==> config.mk <==
export PLATFORM = sky130hd
export DESIGN_NAME = vcrb_vbl_mod
export DESIGN_NICKNAME = d
export VERILOG_FILES = /design/src/vcrb_pkg.sv /design/src/vcrb_vbl_mod.sv
export SDC_FILE = /design/constraint.sdc
export NUM_CORES = 1
export LEC_CHECK = 0
export ABC_AREA = 1
export BUFFER_PORTS_ARGS = -buffer_cell sky130_fd_sc_hd__buf_4
export CAP_MARGIN = 10
export CORE_ASPECT_RATIO = 1.75
export CORE_UTILIZATION = 55
export CTS_BUF_LIST = sky130_fd_sc_hd__clkbuf_16
export DETAILED_ROUTE_END_ITERATION = 16
export PLACE_DENSITY_LB_ADDON = 0.25
export SLEW_MARGIN = 20
export SYNTH_ARGS = -nofsm -noshare
export SYNTH_HDL_FRONTEND = slang
export SYNTH_SLANG_ARGS = --single-unit
==> constraint.sdc <==
create_clock -name clk -period 9.48 [get_ports clk]
set_clock_uncertainty 0.05 [all_clocks]
set_input_delay 0.948 -clock clk [delete_from_list [all_inputs] [get_ports clk]]
set_output_delay 0.948 -clock clk [all_outputs]
set_load 0.05 [all_outputs]
==> src/vcrb_pkg.sv <==
package vcrb_pkg;

	typedef struct packed {
		logic [2:0]         action;
		logic [23:0]        offset;
		logic [7:0]         write_data;
		logic [31:0]        tick_cycles;
		logic signed [15:0] pointer_x_in;
		logic signed [15:0] pointer_y_in;
	} vcrb_req_t;

	typedef struct packed {
		logic [7:0]  read_data;
		logic        rom_hit;
		logic [11:0] rom_index;
		logic        irq;
		logic [1:0]  power_request;
	} vcrb_rsp_t;

	localparam int unsigned VRAM_BYTES_DEF = 1048576;

	localparam logic [2:0] ACT_READ  = 3'd0;
	localparam logic [2:0] ACT_WRITE = 3'd1;
	localparam logic [2:0] ACT_TICK  = 3'd2;
	localparam logic [2:0] ACT_PTR   = 3'd3;
	localparam logic [2:0] ACT_TAKE  = 3'd4;

	localparam logic [1:0] CFG_MAX_DEPTH = 2'd0;
	localparam logic [1:0] CFG_ABS_PTR   = 2'd1;
	localparam logic [1:0] CFG_SCR_W     = 2'd2;
	localparam logic [1:0] CFG_SCR_H     = 2'd3;

	localparam logic [23:0] ROM_WINDOW    = 24'hF00000;
	localparam logic [23:0] REG_DEPTH     = 24'h080000;
	localparam logic [23:0] REG_IRQ_EN    = 24'h080001;
	localparam logic [23:0] REG_PAL_IDX   = 24'h080002;
	localparam logic [23:0] REG_PAL_R     = 24'h080003;
	localparam logic [23:0] REG_PAL_G     = 24'h080004;
	localparam logic [23:0] REG_PAL_B     = 24'h080005;
	localparam logic [23:0] SERVICES_BASE = 24'd524304;
	localparam logic [23:0] COMMAND_ADDR  = 24'd524310;
	localparam logic [23:0] POINTER_BASE  = 24'd524320;

	localparam logic [7:0] SVC_VERSION = 8'd2;
	localparam logic [7:0] CMD_POWEROFF = 8'd1;
	localparam logic [7:0] CMD_RESTART  = 8'd2;
	localparam logic [1:0] PREQ_NONE     = 2'd0;
	localparam logic [1:0] PREQ_POWEROFF = 2'd1;
	localparam logic [1:0] PREQ_RESTART  = 2'd2;
	localparam logic [7:0] DEPTH_CODES  = 8'd6;

	// vbl period is 509 << 9, so the wrap needs only a mod 509 on the upper bits
	localparam logic [17:0] VBL_PERIOD = 18'd260608;
	localparam int          VBL_SHIFT  = 9;
	localparam logic [8:0]  VBL_ODD    = 9'd509;
	localparam logic [23:0] VBL_RECIP  = 24'((64'd1 << 32) / 64'd509);
	localparam logic [24:0] GRACE_CYCLES = 25'd23454720;

	localparam logic [12:0] SCR_W_MIN = 13'd320;
	localparam logic [12:0] SCR_W_MAX = 13'd4096;
	localparam logic [11:0] SCR_H_MIN = 12'd200;
	localparam logic [11:0] SCR_H_MAX = 12'd2160;

	function automatic logic [7:0] svc_sig(input logic [1:0] idx);
		logic [7:0] c;
		unique case (idx)
			2'd0: c = 8'h43;
			2'd1: c = 8'h54;
			2'd2: c = 8'h4D;
			2'd3: c = 8'h43;
			default: c = 8'h43;
		endcase
		return c;
	endfunction

endpackage

==> src/vcrb_vbl_mod.sv <==
module vcrb_vbl_mod (
	input  logic        clk,
	input  logic        arst_n,
	input  logic        go,
	input  logic [22:0] dividend,
	output logic        vld,
	output logic [8:0]  rem
);
	import vcrb_pkg::*;

	logic        vld_s1, vld_s2;
	logic [22:0] e_s1, e_s2;
	logic [46:0] prod_s1;
	logic [23:0] qp_s2;
	logic [22:0] r_raw;
	logic [9:0]  r_fix;

	always_ff @(posedge clk or negedge arst_n) begin
		if (!arst_n) begin
			vld_s1 <= 1'b0;
			vld_s2 <= 1'b0;
		end else begin
			vld_s1 <= go;
			vld_s2 <= vld_s1;
		end
	end

	// quotient estimate is low by at most one
	always_ff @(posedge clk) begin
		e_s1    <= dividend;
		prod_s1 <= 47'(dividend) * 47'(VBL_RECIP);
		e_s2    <= e_s1;
		qp_s2   <= 24'(prod_s1[46:32]) * 24'(VBL_ODD);
	end

	assign r_raw = e_s2 - qp_s2[22:0];
	assign r_fix = (r_raw[9:0] >= 10'(VBL_ODD)) ? r_raw[9:0] - 10'(VBL_ODD) : r_raw[9:0];
	assign rem   = r_fix[8:0];
	assign vld   = vld_s2;

endmodule

* Word level (Yosys, flattened, before mapping)
Cells that the tools add are included.
** Word-level totals
- Bits in registers :: 79
- Bits in latches :: 0
- Memory bits (writable) :: 0
- ROM bits :: 0
- Input bits :: 26
- Output and inout port bits :: 10
- Logic and storage cells :: 12
- Memories kept :: 0
** Operators by class
- $add $sub $neg :: 2
- $mul :: 2
- Div/mod/pow operators :: 0
- Order comparisons :: 1
- Eq/ne operators :: 0
- Shift operators :: 0
- Multiplexer cells :: 1
- Bitwise operators :: 0
- Reduce and logical (&&, ||, !) cells :: 0
** Operators by type and width (count)
- $mul 23x24->47 const B :: 1
- $mul 15x9->10 const B :: 1
- $ge 10x9->1 const B :: 1
- $sub 10x10->10 :: 1
- $mux 9 :: 1
- $sub 9x9->9 const B :: 1

* Logic depth before layout (Yosys ltp)
- Depth after elaboration :: 3
- Mapped depth :: 23
- Gate-level depth less buffers :: 23

* Least setup slack after synthesis
Ideal clock, no wire load.
- Path kind :: input-to-reg
- From :: in dividend[17]
- To :: reg prod_s1[40]
- Library setup time :: 0.113 ns
- Data arrival time :: 4.637 ns
- Path slack :: 4.681 ns
- Cell stages on the path :: 18
- Path buffers :: 0
- Path through :: ha_1 -> fa_1 -> fa_1 -> inv_1 -> fa_1 -> inv_1 -> fa_1 -> ha_1 -> ha_1 -> nand2_1 -> inv_1 -> a21oi_1 -> a21boi_0 -> o21ai_0 -> nand2_1 -> nand3_1 -> nand2_1 -> nand2_1
** Between the ends
- Cells in the longest elaborated chain, start to end :: 1
** RTL lines
- start: declaration :: line vcrb_vbl_mod.sv:5 : input logic [22:0] dividend,
- $mul 23x24->47 :: line vcrb_vbl_mod.sv:31 : prod_s1 <= 47'(dividend) * 47'(VBL_RECIP);
- end signal: assignment :: line vcrb_vbl_mod.sv:31
- end: declaration :: line vcrb_vbl_mod.sv:13 : logic [46:0] prod_s1;
No other way between the ends.

* Final worst setup path
- From :: in dividend[9]
- To :: reg prod_s1[41]
The elaborated chain is that of the path after synthesis.

==> impl_metrics.json <==
{
  "syn-cell-area_um2": 8190,
  "tightest_slew_ps": 439,
  "ys_top_cells_by_area": "ha_1, fa_1, inv_1",
  "fin_nets": 1392,
  "holdPathEnd": "e_s2[3]",
  "fp.dieH_um": 163,
  "antennaDiodeCount": 0,
  "required_ps": 9610,
  "hold_viol_final": 0,
  "synth-xor-area-share_pct": 2.37,
  "status": "complete, no violations",
  "arrival_ps": 5210,
  "fin_setup_tns_ps": 0,
  "r2r_end": "qp_s2[9]",
  "synthToLayoutAreaGrowth_pct": 7.65,
  "die_w_um": 94.3,
  "track_usage_pct": 26.2,
  "relSlewSlack_pct": 70.7,
  "cts_sinks": 42,
  "synth_fp_nets": 1350,
  "hold_start": "prod_s1[3]",
  "synthSimpleGateAreaFrac_pct": 18.5,
  "ff_latch_area_um2": 851,
  "grt_use_met2_pct": 52.7,
  "drive_gt1_share_pct": 6.70,
  "async_flop_share_pct": 4.76,
  "grt_pass1_vias": 6733,
  "hold_path_depth": 0,
  "drc": 0,
  "maxCapViolations": 0,
  "hold_buffers": 0,
  "gr-total-overflow": 0,
  "place_area_um2": 8680,
  "layout_min_cycle_time_ps": 5080,
  "grtUsageMet3_pct": 1.35,
  "busiest_layer": "met2",
  "start_kind": "primary input",
  "postSynthAreaPerCell_um2": 7.95,
  "wl_per_cell_um": 15.1,
  "antenna_found_initial": 0,
  "synth_fa_ha_area_share_pct": 51.9,
  "grt_pass1_wl_um": 30400,
  "synth_seq_cells": 42,
  "vias_per_cell": 5.23,
  "synthMuxAreaShare_pct": 0,
  "ctsResizeCount": 0,
  "grt_max_degree": 14,
  "grt_setup_unrepaired": "no",
  "firstDrtPassIters": 4,
  "drtIter0Drc": 236,
  "ys.flop_type": "dfxtp_1",
  "cts_buffer_depth": 2,
  "htreeDepth": 2,
  "synth-seq-area-share_pct": 10.4,
  "r2r_cells": 14,
  "design_area_um2": 8820,
  "period_share_pct": 53.6,
  "synth_cell_types": 39,
  "core-area_um2": 14400,
  "fmaxAchievable_mhz": 197,
  "dp_hpwl_um": 16900,
  "cts.clk_slew.worst_paths_ps": 60,
  "vias": 6561,
  "min_path_type": "reg2reg",
  "syn_inst": 1031,
  "cts_setup_buffers": 0,
  "rr_startpoint": "prod_s1[32]",
  "antenna_left": 0,
  "portBuffers": 35,
  "cts_root_buf": "clkbuf_16",
  "multi_input_area_um2": 6360,
  "crit_type": "in2reg",
  "slew_viol_final": 0,
  "fp.dieArea_um2": 15400,
  "num_rows": 58,
  "synth_compound_area_share_pct": 4.80,
  "synth_edf_count": 0,
  "cp-end-kind": "flop",
  "grtUsageMet1_pct": 23.7,
  "tritoncts": "built",
  "ys_warn_count": 0,
  "numCtsBuffers": 5,
  "yosysTopAreaCell": "ha_1",
  "drt_wl_total_um": 18900,
  "yosys.area.top_type_share_pct": 32.8,
  "clk_latency_ps": 280,
  "whs_ps": 276,
  "cp_max_fo": 7,
  "initial_utilization_pct": 56.7,
  "fill_cells": 1336,
  "finalSetupViolCount": 0,
  "place_congestion": 0.985,
  "io_pins": 36,
  "r2r_slack_ps": 5620,
  "synth_top_family_by_area": "adder cells"
}
how the worst max path moves through the flow:
stage,cells past startpoint,start,endpoint,slack (ps)
after detailed placement,19,dividend[12],prod_s1[41],4120
after global placement,20,dividend[9],prod_s1[41],4200
after floorplan,18,dividend[17],prod_s1[40],4680
final,20,dividend[9],prod_s1[41],4400
after global routing,19,dividend[12],prod_s1[41],4170
after CTS,19,dividend[12],prod_s1[41],4410
cells by family after synthesis:
logic type / after synthesis
buf+inv: 262
compound gates: 70
simple gates: 344
xor+xnor: 20
flops: 42
fa+ha+maj: 293
metrics by stage:
stage               setup WS [ps]  cells  util (%)
global placement             4200   1246      60.1
detailed placement           4120   1246      60.1
global route                 4170   1254      61.1
finish                       4400   1254      61.1
floorplan                    4680   1031         -
CTS                          4410   1254      61.1
registers in the layout (all words and copies together) (netlist names):
register and cells:
prod_s1 15, e_s1 5, vld 1, qp_s2 10, vld_s1 1, e_s2 10
routing by layer:
| layer | wire [um] | vias up |
|---|---|---|
| met1 | 6120 | 3048 |
| li1 | - | 3306 |
| met4 | 1430 | 0 |
| met2 | 10800 | 136 |
| met5 | 0 | - |
| met3 | 588 | 71 |
layout make-up:
cell class,count,share of cell area (%)
Multi-Input combinational cell,727,72.1
Inverter,262,11.2
Sequential cell,42,9.65
Timing Repair Buffer,35,2.98
Tap cell,180,2.55
Clock buffer,5,1.42
Clock inverter,3,0.156
layout by cell type, fill, tap and decap left out, drive strengths merged, types with 3 or more instances in the layout:
cell    count
clkbuf      5
nor4        3
fa         78
nand4      12
nand3b      3
clkinv      3
o21bai      7
inv       262
nor3        8
dfxtp      40
nand3      52
a21oi      36
o21ai      18
buf        35
nor2       63
xnor2      12
xor2        8
nand2     200
ha        215
critical path: stages:
cell	delay, ps
buf_4	180
ha_1	310
ha_1	200
inv_1	70
fa_1	500
fa_1	500
inv_1	50
ha_1	320
fa_1	480
ha_1	340
a21oi_1	400
nor2_1	70
nor2_1	230
nor2_1	70
nor2_1	150
o21ai_0	110
nand2_1	110
nand3_1	80
nand2_1	60
nand2_1	40
cells in the mapped netlist (5+ instances only):
master    number
ha_1         215
o21bai_1       7
inv_1        256
fa_1          78
a21oi_1       35
nand4_1       10
nor3_1         7
nor2_1        58
xor2_1         7
o21ai_0       16
xnor2_1       12
nand3_1       48
inv_2          5
dfxtp_1       40
nand2_1      192
nand2_2        7
nor2_2         5
Power is not shown: default switching activity piles up to over one toggle a cycle in this logic, so the estimate is an artifact.
